<file path="src/sv/nds_pkg.sv">
// Shared types and constants for the navigation decision sequencer.
// No dependencies; used by nds_step, the top level and the port checker.
package nds_pkg;

   localparam int unsigned WaitW   = 16;
   localparam int unsigned TicksW  = 32;
   localparam int unsigned TrialsW = 16;
   localparam int unsigned DtW     = 13;
   localparam int unsigned CsrIdxW = 2;
   localparam int unsigned CsrDataW = 16;

   localparam logic [WaitW-1:0] PunishWait    = 16'd96;
   localparam logic [WaitW-1:0] IntersectWait = 16'd2;
   localparam logic [DtW-1:0]   DecisionTimeReset = 13'd100;

   typedef enum logic [2:0] {
      MODE_CRUISE    = 3'd0,
      MODE_INTERSECT = 3'd1,
      MODE_DECIDE    = 3'd2,
      MODE_DECIDED   = 3'd3,
      MODE_GOAL      = 3'd4,
      MODE_BLOCK     = 3'd5,
      MODE_SLEEP     = 3'd6
   } mode_type;

   typedef enum logic [1:0] {
      MOTOR_STOP     = 2'd0,
      MOTOR_STRAIGHT = 2'd1,
      MOTOR_HEADING  = 2'd2
   } motor_type;

   typedef enum logic [CsrIdxW-1:0] {
      CSR_SLEEP_STEPS   = 2'd0,
      CSR_DEC_TICKS     = 2'd1,
      CSR_JUNCTION_ONLY = 2'd2
   } csr_index_type;

   typedef struct packed {
      logic [WaitW-1:0] sleep_steps;
      logic [DtW-1:0]   dec_ticks;
      logic             junction_only;
   } cfg_type;

   typedef struct packed {
      logic             sleep_request;
      logic             at_goal;
      logic             blocked;
      logic [3:0]       open_paths;
   } req_type;

   typedef struct packed {
      mode_type          mode;
      logic [WaitW-1:0]  wait_cnt;
      logic [TicksW-1:0] trial_ticks;
      logic [TrialsW-1:0] goal_cnt;
   } state_type;

   typedef struct packed {
      mode_type           mode;
      logic               learn_enable;
      logic               plan_enable;
      logic               reward_pulse;
      logic               punish_pulse;
      logic               sleeping;
      logic [WaitW-1:0]   wait_before;
      logic               decide_strobe;
      motor_type          motor_cmd;
      logic [TrialsW-1:0] trial_count;
      logic [TicksW-1:0]  trial_steps;
   } rsp_type;

endpackage

</file>
<file path="src/sv/nds_step.sv">
// One control tick: enables and pulses from the old state, prioritized mode
// transition, motor command and saturating trial counters. Uses nds_pkg.
module nds_step (
   input  nds_pkg::state_type st,
   input  nds_pkg::cfg_type   cfg,
   input  nds_pkg::req_type   req,
   output nds_pkg::state_type st_next,
   output nds_pkg::rsp_type   rsp
);

   nds_pkg::mode_type            om;
   logic [nds_pkg::WaitW-1:0]    ow;
   logic [nds_pkg::WaitW-1:0]    dt16;
   logic [nds_pkg::WaitW-1:0]    dt2;
   logic [nds_pkg::WaitW-1:0]    dt5;
   logic [3:0]                   ways;
   logic [nds_pkg::TicksW-1:0]   ticks_inc;
   logic                         strobe;

   assign om   = st.mode;
   assign ow   = st.wait_cnt;
   assign dt16 = {3'b000, cfg.dec_ticks};
   assign dt2  = dt16 << 1;
   assign dt5  = (dt16 << 2) + dt16;
   assign ways = (om == nds_pkg::MODE_SLEEP) ? 4'd0 : req.open_paths;
   assign ticks_inc = (&st.trial_ticks) ? st.trial_ticks
                                        : st.trial_ticks + 32'd1;

   always_comb begin
      st_next             = st;
      st_next.trial_ticks = ticks_inc;
      strobe              = 1'b0;
      priority if (om != nds_pkg::MODE_SLEEP && cfg.sleep_steps != '0 &&
                   req.sleep_request) begin
         st_next.wait_cnt = cfg.sleep_steps;
         st_next.mode     = nds_pkg::MODE_SLEEP;
      end else if (om == nds_pkg::MODE_SLEEP && ow == '0) begin
         st_next.mode = nds_pkg::MODE_CRUISE;
      end else if (om != nds_pkg::MODE_GOAL && om != nds_pkg::MODE_SLEEP &&
                   req.at_goal) begin
         st_next.wait_cnt    = dt5;
         st_next.mode        = nds_pkg::MODE_GOAL;
         st_next.trial_ticks = '0;
         if (!(&st.goal_cnt)) begin
            st_next.goal_cnt = st.goal_cnt + 16'd1;
         end
      end else if (om == nds_pkg::MODE_GOAL && ow == '0) begin
         st_next.mode = nds_pkg::MODE_CRUISE;
      end else if (om != nds_pkg::MODE_BLOCK && om != nds_pkg::MODE_SLEEP &&
                   om != nds_pkg::MODE_GOAL && req.blocked) begin
         st_next.wait_cnt = dt2;
         st_next.mode     = nds_pkg::MODE_BLOCK;
      end else if (om == nds_pkg::MODE_BLOCK && ow == '0) begin
         st_next.mode = nds_pkg::MODE_CRUISE;
      end else if (om == nds_pkg::MODE_CRUISE && ways > 4'd1) begin
         st_next.mode     = nds_pkg::MODE_INTERSECT;
         st_next.wait_cnt = nds_pkg::IntersectWait;
      end else if (om == nds_pkg::MODE_INTERSECT && ow == '0) begin
         st_next.wait_cnt = cfg.junction_only ? (dt16 >> 1) : '0;
         st_next.mode     = nds_pkg::MODE_DECIDE;
      end else if (om == nds_pkg::MODE_DECIDE && ow == '0) begin
         st_next.mode     = nds_pkg::MODE_DECIDED;
         st_next.wait_cnt = dt16;
         strobe           = 1'b1;
      end else if (om == nds_pkg::MODE_DECIDED && ow == '0) begin
         st_next.mode = nds_pkg::MODE_CRUISE;
      end else begin
         if (ow != '0) begin
            st_next.wait_cnt = ow - 16'd1;
         end
      end
   end

   always_comb begin
      rsp.mode          = st_next.mode;
      rsp.learn_enable  = !(om == nds_pkg::MODE_GOAL && ow != '0);
      rsp.plan_enable   = cfg.junction_only ? (om == nds_pkg::MODE_DECIDE) : 1'b1;
      rsp.reward_pulse  = (om == nds_pkg::MODE_GOAL) && (ow == dt5);
      rsp.punish_pulse  = (om == nds_pkg::MODE_BLOCK) && (ow == nds_pkg::PunishWait);
      rsp.sleeping      = (om == nds_pkg::MODE_SLEEP);
      rsp.wait_before   = ow;
      rsp.decide_strobe = strobe;
      rsp.trial_count   = st_next.goal_cnt;
      rsp.trial_steps   = st_next.trial_ticks;
      unique case (st_next.mode)
         nds_pkg::MODE_GOAL,
         nds_pkg::MODE_DECIDE,
         nds_pkg::MODE_SLEEP:   rsp.motor_cmd = nds_pkg::MOTOR_STOP;
         nds_pkg::MODE_DECIDED: rsp.motor_cmd = nds_pkg::MOTOR_HEADING;
         default:               rsp.motor_cmd = nds_pkg::MOTOR_STRAIGHT;
      endcase
   end

endmodule

</file>
<file path="src/sv/navigation_decision_sequencer_core.sv">
// Top level of the navigation decision sequencer: config registers, request
// register, controller state and result register. Uses nds_pkg and nds_step.
//
// Usage:
//   Each request on the req_ channel is one control tick carrying the sensor
//   flags and the free pathway count. It is taken when req_valid is high and
//   req_stall is low. Every request yields exactly one result on the rsp_
//   channel, taken when rsp_valid is high and rsp_stall is low.
//   The request is registered, the tick is evaluated against the controller
//   state and the result is registered. Throughput is one request per cycle
//   while rsp_stall is low; the tick logic is a single pass between the
//   request register and the result register.
//   While a result is stalled, one further request is held in the request
//   register; req_stall rises only when both registers are full and
//   rsp_stall is high.
//   Reset empties both registers, returns the controller to cruise with a
//   zero wait and zero trial counters, and loads the config defaults
//   (sleep steps 0, decision time 100, junction-only planning on). csr_ writes
//   are taken in any cycle and should be made while the block is idle.
module navigation_decision_sequencer_core (
   input  logic        clock,
   input  logic        reset,
   input  logic        csr_wr_en,
   input  logic [1:0]  csr_index,
   input  logic [15:0] csr_wdata,
   input  logic        req_valid,
   output logic        req_stall,
   input  logic        req_sleep_request,
   input  logic        req_at_goal,
   input  logic        req_blocked,
   input  logic [3:0]  req_open_paths,
   output logic        rsp_valid,
   input  logic        rsp_stall,
   output logic [2:0]  rsp_mode,
   output logic        rsp_learn_enable,
   output logic        rsp_plan_enable,
   output logic        rsp_reward_pulse,
   output logic        rsp_punish_pulse,
   output logic        rsp_sleeping,
   output logic [15:0] rsp_wait_before,
   output logic        rsp_decide_strobe,
   output logic [1:0]  rsp_motor_cmd,
   output logic [15:0] rsp_trial_count,
   output logic [31:0] rsp_trial_steps
);

   nds_pkg::cfg_type   cfg_ff;
   nds_pkg::req_type   req_ff;
   logic               req_valid_ff;
   nds_pkg::state_type st_ff;
   nds_pkg::state_type st_in;
   nds_pkg::rsp_type   rsp_ff;
   nds_pkg::rsp_type   rsp_in;
   logic               rsp_valid_ff;
   logic               out_free;
   logic               advance;
   logic               req_take;

   assign out_free  = !rsp_valid_ff || !rsp_stall;
   assign advance   = req_valid_ff && out_free;
   assign req_stall = req_valid_ff && !out_free;
   assign req_take  = req_valid && !req_stall;

   always_ff @(posedge clock) begin
      if (reset) begin
         cfg_ff.sleep_steps   <= '0;
         cfg_ff.dec_ticks     <= nds_pkg::DecisionTimeReset;
         cfg_ff.junction_only <= 1'b1;
      end else if (csr_wr_en) begin
         unique case (csr_index)
            nds_pkg::CSR_SLEEP_STEPS:   cfg_ff.sleep_steps   <= csr_wdata;
            nds_pkg::CSR_DEC_TICKS:     cfg_ff.dec_ticks     <= csr_wdata[12:0];
            nds_pkg::CSR_JUNCTION_ONLY: cfg_ff.junction_only <= csr_wdata[0];
            default: ;
         endcase
      end
   end

   always_ff @(posedge clock) begin
      if (reset) begin
         req_valid_ff <= 1'b0;
      end else if (req_take) begin
         req_valid_ff <= 1'b1;
      end else if (advance) begin
         req_valid_ff <= 1'b0;
      end
   end

   always_ff @(posedge clock) begin
      if (req_take) begin
         req_ff.sleep_request <= req_sleep_request;
         req_ff.at_goal       <= req_at_goal;
         req_ff.blocked       <= req_blocked;
         req_ff.open_paths    <= req_open_paths;
      end
   end

   nds_step u_step (
      .st      (st_ff),
      .cfg     (cfg_ff),
      .req     (req_ff),
      .st_next (st_in),
      .rsp     (rsp_in)
   );

   always_ff @(posedge clock) begin
      if (reset) begin
         st_ff.mode        <= nds_pkg::MODE_CRUISE;
         st_ff.wait_cnt    <= '0;
         st_ff.trial_ticks <= '0;
         st_ff.goal_cnt    <= '0;
      end else if (advance) begin
         st_ff <= st_in;
      end
   end

   always_ff @(posedge clock) begin
      if (reset) begin
         rsp_valid_ff <= 1'b0;
      end else if (out_free) begin
         rsp_valid_ff <= req_valid_ff;
      end
   end

   always_ff @(posedge clock) begin
      if (advance) begin
         rsp_ff <= rsp_in;
      end
   end

   assign rsp_valid         = rsp_valid_ff;
   assign rsp_mode          = rsp_ff.mode;
   assign rsp_learn_enable  = rsp_ff.learn_enable;
   assign rsp_plan_enable   = rsp_ff.plan_enable;
   assign rsp_reward_pulse  = rsp_ff.reward_pulse;
   assign rsp_punish_pulse  = rsp_ff.punish_pulse;
   assign rsp_sleeping      = rsp_ff.sleeping;
   assign rsp_wait_before   = rsp_ff.wait_before;
   assign rsp_decide_strobe = rsp_ff.decide_strobe;
   assign rsp_motor_cmd     = rsp_ff.motor_cmd;
   assign rsp_trial_count   = rsp_ff.trial_count;
   assign rsp_trial_steps   = rsp_ff.trial_steps;

endmodule

</file>
<file path="config.mk">
export PLATFORM = sky130hd
export DESIGN_NAME = navigation_decision_sequencer_core
export DESIGN_NICKNAME = d
export VERILOG_FILES = /design/src/sv/nds_pkg.sv /design/src/sv/nds_step.sv /design/src/sv/navigation_decision_sequencer_core.sv
export SDC_FILE = /design/constraint.sdc
export NUM_CORES = 1
export LEC_CHECK = 0
export BUFFER_PORTS_ARGS = -buffer_cell sky130_fd_sc_hd__buf_4
export CAP_MARGIN = 20
export CORE_MARGIN = 5
export CORE_UTILIZATION = 52
export DETAILED_ROUTE_END_ITERATION = 12
export GPL_ROUTABILITY_DRIVEN = 1
export PLACE_DENSITY = 0.72
export SLEW_MARGIN = 25
export SYNTH_ARGS = -nofsm -noshare
export SYNTH_HDL_FRONTEND = slang
export SYNTH_SLANG_ARGS = --single-unit
</file>
<file path="constraint.sdc">
create_clock -name clock -period 6.5 [get_ports clock]
set_input_delay 0.325 -clock clock [delete_from_list [all_inputs] [get_ports clock]]
set_output_delay 0.325 -clock clock [all_outputs]
set_load 0.05 [all_outputs]
</file>
==> impl_metrics.yaml, run 1 <==
place:
  gp_congestion: 0.948
  port-buffer-count: 105
  hpwl_microns: 16900
  dpl_cell_area_sq_mm: 0.0106
  dp.cells: 1405
clock_tree:
  clock_latency_ns: 0.44
  clk_pin_slew_ns: 0.07
  cts_root_buf: "clkbuf_16"
  ctsResizeCount: 0
  cts.sinks: 180
  htree_levels: 4
  cts_setup_buffers: 0
  clk_path_buf_depth: 2
  cts_tree: "built"
  cts-buffers-inserted: 17
  cts.hold.buffers_added: 0
sta:
  drv_slew: 0
  fin_tns_setup_ns: 0
  slew-limit-headroom_pct: 30.5
  worstMarginPinSlew_ns: 1.04
  fmax_mhz: 293
  finalSetupViolations: 0
  whs_ns: 0.0637
  rsz0062_at_grt: "false"
  clock_skew_ns: 0.0144
  period_minus_slack_ns: 3.41
  finalCritPeriodShare_pct: 52.5
  hold_violations: 0
grt:
  grt_pass1_vias: 7985
  grt_start_max_net_pins: 94
  grt_first_pass_wirelength_microns: 40900
  gr-total-overflow: 0
  antenna_found_initial: 0
  grt_usage_pct: 22.9
yosys:
  synth_cells: 1130
  async_flop_share_pct: 0
  synth-edff-count: 81
  netlist.area_leader.share_pct: 24.8
  ys_ff_latch: 180
  yosysWarnings: 0
  ys_seq_area_share_pct: 45.1
  ys.flop_type: "dfxtp_1"
  post_synth_num_cell_types: 76
  synth_area_sq_mm: 0.00979
  avgSynthCellArea_sq_um: 8.67
  synthTopCellsByArea: "edfxtp_1 25%, dfxtp_1 20%, nand2_1 6.1%"
  synth.net_count: 1176
  yosysTopAreaCell: "edfxtp_1"
die:
  start_util_pct: 52.5
  die_area_sq_mm: 0.0217
  die_height_microns: 147
  rows: 50
  boundaryPins: 107
  die_w_microns: 147
  core-area_sq_mm: 0.0186
critical_path:
  worstSetupPathType: "reg -> reg"
  required_ns: 6.68
  max_stage_delay_ns: 0.48
  cp-start-kind: "flop"
  critical_path.most_common_cell: "nor4_1"
  worstPathMaxFanout: 6
  crit_chain: "ha_1, inv_1, fa_1, xnor2_1, nor4_1, o311ai_0, nor4_1, nand4_1, a211oi_1, nand4_1, nor4_1"
  crit_path_end_kind: "flop"
  r2r_setup_slack_ns: 3.09
  arrival_ns: 3.59
  crit_slowest_cell: "dfxtp_1"
routing:
  firstDrtPassIters: 5
  drc_errors: 0
  viasPerCell: 5.94
  ant_nets: 0
  vias: 8530
  wire_per_inst_microns: 17.3
  drtIter0Drc: 751
  wl_microns: 24900
power_and_ir_drop:
  power_density_mw_per_mm2: 252
  leakagePower_nw: 4.08
  ir_drop_mv: 0.204
layout:
  n_fill_cell: 1638
  layout-drive-gt1-share_pct: 14.2
  stdcell_count: 1437
  n_antenna_cell: 0
  final_nets: 1236
  final_common_cell: "nand2_1"
  mostFrequentLayoutCells: "160 x nand2_1, 156 x nor2_1, 111 x buf_4, 99 x dfxtp_1, 86 x a21oi_1"
  area_delta_synth_final_pct: 14.8
  fin_area_sq_mm: 0.0112
outcome:
  outcome: "finished clean"
worst_hold_path:
  hp-class: "in -> reg"
job:
  maxCapViolCount: 0
==> flip-flops by register name, summed over array words and instances (netlist names) <==
register	flops
rsp_valid	1
rsp_learn_enable	1
rsp_motor_cmd	2
rsp_wait_before	16
rsp_plan_enable	1
st_ff	67
rsp_mode	3
rsp_decide_strobe	1
cfg_ff	30
rsp_trial_count	16
rsp_sleeping	1
req_valid_ff	1
rsp_punish_pulse	1
req_ff	6
rsp_reward_pulse	1
rsp_trial_steps	32
==> through the flow <==
| step | power (W) | util (%) | worst slack (ns) |
|---|---|---|---|
| after floorplan | 0.00167 | - | 2.60 |
| after CTS | 0.00285 | 60.2 | 2.80 |
| after global placement | 0.00180 | 57.1 | 2.87 |
| after global routing | 0.00296 | 60.3 | 2.80 |
| after detailed placement | 0.00181 | 57.1 | 2.85 |
| final | 0.00283 | 60.3 | 3.09 |
==> final cells by class <==
type                       count  area, sq um  area share, %
clock inverter                14          138           1.22
multi-input combinational    860         5030           44.7
inverter                      19         73.8          0.657
clock buffer                  18          450           4.01
sequential                   180         4410           39.3
tap                          234          293           2.60
timing repair buffer         112          845           7.51
==> cells in the mapped netlist, types with 14 or more instances <==
| master | instances |
|---|---|
| nand2_1 | 160 |
| nor2_1 | 156 |
| dfxtp_1 | 99 |
| a21oi_1 | 87 |
| edfxtp_1 | 81 |
| o21ai_0 | 62 |
| clkbuf_1 | 49 |
| xnor2_1 | 48 |
| nand3_1 | 36 |
| nor3_1 | 31 |
| xor2_1 | 31 |
| nand4_1 | 20 |
| inv_1 | 18 |
| and3_1 | 17 |
| ha_1 | 15 |
| nor4_1 | 15 |
| a22oi_1 | 14 |
==> metal layers <==
metal  GRT usage [%]  share of wire [%]  vias up
met3            5.27                6.9       43
li1                -                  -     4192
met2            36.0                 46      335
met1            31.5                 45     3960
met4            7.83                2.1        0
met5               0                  0        -
==> cell families (layout without fill, tap and decap cells) <==
| group | Yosys count | after routing | synth area share [%] |
|---|---|---|---|
| and+or+nand+nor | 500 | 500 | 24.4 |
| xor gates and xnor gates | 80 | 80 | 7.30 |
| adders and majority gates | 16 | 16 | 2.12 |
| muxes | 5 | 5 | 0.524 |
| buffers and inverters | 90 | 163 | 3.85 |
| AOI/OAI and AO/OA | 259 | 259 | 16.8 |
| DFF | 180 | 180 | 45.1 |
==> final timing paths <==
kind / from / endpoint / depth (start not counted)
hold / removal: req_open_paths[2] / req_ff[2]$_DFFE_PP_ / 1
hold reg to reg: cfg_ff[16]$_SDFFE_PP0P_ / cfg_ff[16]$_SDFFE_PP0P_ / 2
setup reg to reg: cfg_ff[1]$_SDFFE_PP0P_ / rsp_reward_pulse$_DFFE_PP_ / 11
setup / recovery: cfg_ff[1]$_SDFFE_PP0P_ / rsp_reward_pulse$_DFFE_PP_ / 11
==> critical path, delay by kind of cell, from the launching register on <==
| kind | cells | cell delay (ns) |
|---|---|---|
| AND/OR/NAND/NOR | 5 | 1.31 |
| adder cells (fa/ha/maj) | 2 | 0.72 |
| AO/OA/AOI/OAI | 2 | 0.43 |
| buffers and inverters | 1 | 0.06 |
| flip-flops | 1 | 0.48 |
| XOR/XNOR | 1 | 0.15 |
==> report_power, final <==
group          total, W  switching, W  internal [W]  leakage, nW
Clock           0.00104      0.000477      0.000562        0.283
Sequential      0.00128     0.0000484       0.00123         1.55
Combinational  0.000519      0.000345      0.000173         2.25
Total           0.00283      0.000871       0.00196         4.08
No activity file was read; power rests on OpenSTA's default activity.
==> inputs of run 2 (changes only) <==
==> constraint.sdc (replaced) <==
create_clock -name clock -period 3.5 [get_ports clock]
set_input_delay 0.175 -clock clock [delete_from_list [all_inputs] [get_ports clock]]
set_output_delay 0.175 -clock clock [all_outputs]
set_load 0.05 [all_outputs]
==> impl_metrics.yaml, run 2 (same netlist as run 1, synthesis figures left out) <==
outcome:
  outcome: "finished clean"
sta:
  worstMarginPinSlew_ns: 0.941
  finalCritPeriodShare_pct: 90.4
  rsz0062_at_grt: "false"
  slew-limit-headroom_pct: 37.1
  fmax_mhz: 316
  hold_violations: 0
  clock_skew_ns: 0.0113
  fin_tns_setup_ns: 0
  finalSetupViolations: 0
  period_minus_slack_ns: 3.16
  drv_slew: 0
layout:
  largest_reg_flops: 67
  final_common_cell: "nand2_1"
  mostFrequentLayoutCells: "160 x nand2_1, 156 x nor2_1, 138 x buf_4, 99 x dfxtp_1, 86 x a21oi_1"
  area_delta_synth_final_pct: 19.1
  n_antenna_cell: 0
  final_nets: 1286
  layout-drive-gt1-share_pct: 15.4
  post-route-util_pct: 62.5
  largest-register: "st_ff"
power_and_ir_drop:
  ir_drop_mv: 0.348
  leakagePower_nw: 4.30
  power_density_mw_per_mm2: 454
die:
  rows: 50
  die_area_sq_mm: 0.0217
  start_util_pct: 52.5
  die_height_microns: 147
  boundaryPins: 107
  core-area_sq_mm: 0.0186
  die_w_microns: 147
clock_tree:
  cts-buffers-inserted: 17
  cts.sinks: 180
  cts_root_buf: "clkbuf_16"
  clock_latency_ns: 0.43
  clk_path_buf_depth: 2
  cts_setup_buffers: 0
  cts_tree: "built"
  clk_pin_slew_ns: 0.07
  htree_levels: 4
critical_path:
  worstSetupPathType: "reg -> reg"
  crit_path_end_kind: "flop"
  worstPathMaxFanout: 6
  cp-start-kind: "flop"
  required_ns: 3.74
  arrival_ns: 3.40
  regToRegStartpoint: "cfg_ff[3]$_SDFFE_PP1P_"
  cp-startpoint: "cfg_ff[3]$_SDFFE_PP1P_"
grt:
  grt_usage_pct: 23.7
  grt_first_pass_wirelength_microns: 42100
  gr-total-overflow: 0
  antenna_found_initial: 0
  grt_start_max_net_pins: 86
  grt_pass1_vias: 8150
worst_hold_path:
  hp-class: "in -> reg"
  hp-start: "csr_wdata[3]"
routing:
  drtIter0Drc: 1043
  vias: 8831
  firstDrtPassIters: 6
  viasPerCell: 5.94
  wire_per_inst_microns: 17.4
  drc_errors: 0
  ant_nets: 0
  wl_microns: 25900
place:
  gp_congestion: 0.995
  hpwl_microns: 17900
  port-buffer-count: 105
job:
  maxCapViolCount: 0
[run 2: worst paths after layout]
| path | endpoint | slack (ns) | cells past startpoint |
|---|---|---|---|
| worst max-delay path | rsp_reward_pulse$_DFFE_PP_ | 0.34 | 11 |
| worst min-delay path | cfg_ff[4]$_SDFFE_PP0P_ | 0.02 | 3 |
| worst max register to register | rsp_reward_pulse$_DFFE_PP_ | 0.34 | 11 |
| worst min register to register | cfg_ff[17]$_SDFFE_PP0P_ | 0.48 | 2 |
[run 2: final cells by class]
cell class | instances | area, sq um
Clock inverter | 12 | 131
Fill cell | 1587 | 6990
Multi-Input combinational cell | 860 | 5010
Timing Repair Buffer | 162 | 1290
Clock buffer | 20 | 447
Tap cell | 234 | 293
Inverter | 19 | 73.8
Sequential cell | 180 | 4410
[run 2: worst max-delay path, stage by stage, from the launching register on]
cell and delay, ns:
dfxtp_1 0.46, ha_1 0.23, inv_1 0.06, fa_1 0.49
xnor2_1 0.15, nor4_1 0.36, o311ai_0 0.20, nor4_1 0.28
nand4_1 0.14, a211oi_1 0.25, nand4_1 0.12, nor4_1 0.24
[run 2: timing repair]
action | 4_1_cts | 5_1_grt
gates resized for setup | 0 | 0
setup endpoints to repair | 0 | 0
endpoints found under the hold margin | 27 | 0
hold buffers | 23 | 0
[run 2: routing by layer]
layer  global-route usage, %  part of all wire, %
met5                       0                    0
met4                    8.25                  3.1
met3                    4.78                  6.5
met1                    32.6                   45
met2                    37.4                   45
[run 2: where the power goes]
| group | internal, W | switching (W) |
|---|---|---|
| Clock | 0.00107 | 0.000820 |
| Combinational | 0.000369 | 0.000669 |
| Sequential | 0.00228 | 0.0000803 |
| Total | 0.00372 | 0.00157 |
[run 2: stage by stage]
step	setup slack (ns)	total power (W)	instance area, sq um	std cells	hold WS (ns)
final	0.337	0.00529	11700	1487	0.0150
after detailed placement	0.391	0.00341	10800	1432	0.354
after floorplan	0.812	0.00310	9790	1130	0.274
after global routing	0.171	0.00550	11700	1487	0.0397
after global placement	0.482	0.00340	10800	1432	0.355
after CTS	0.366	0.00531	11700	1487	0.00149
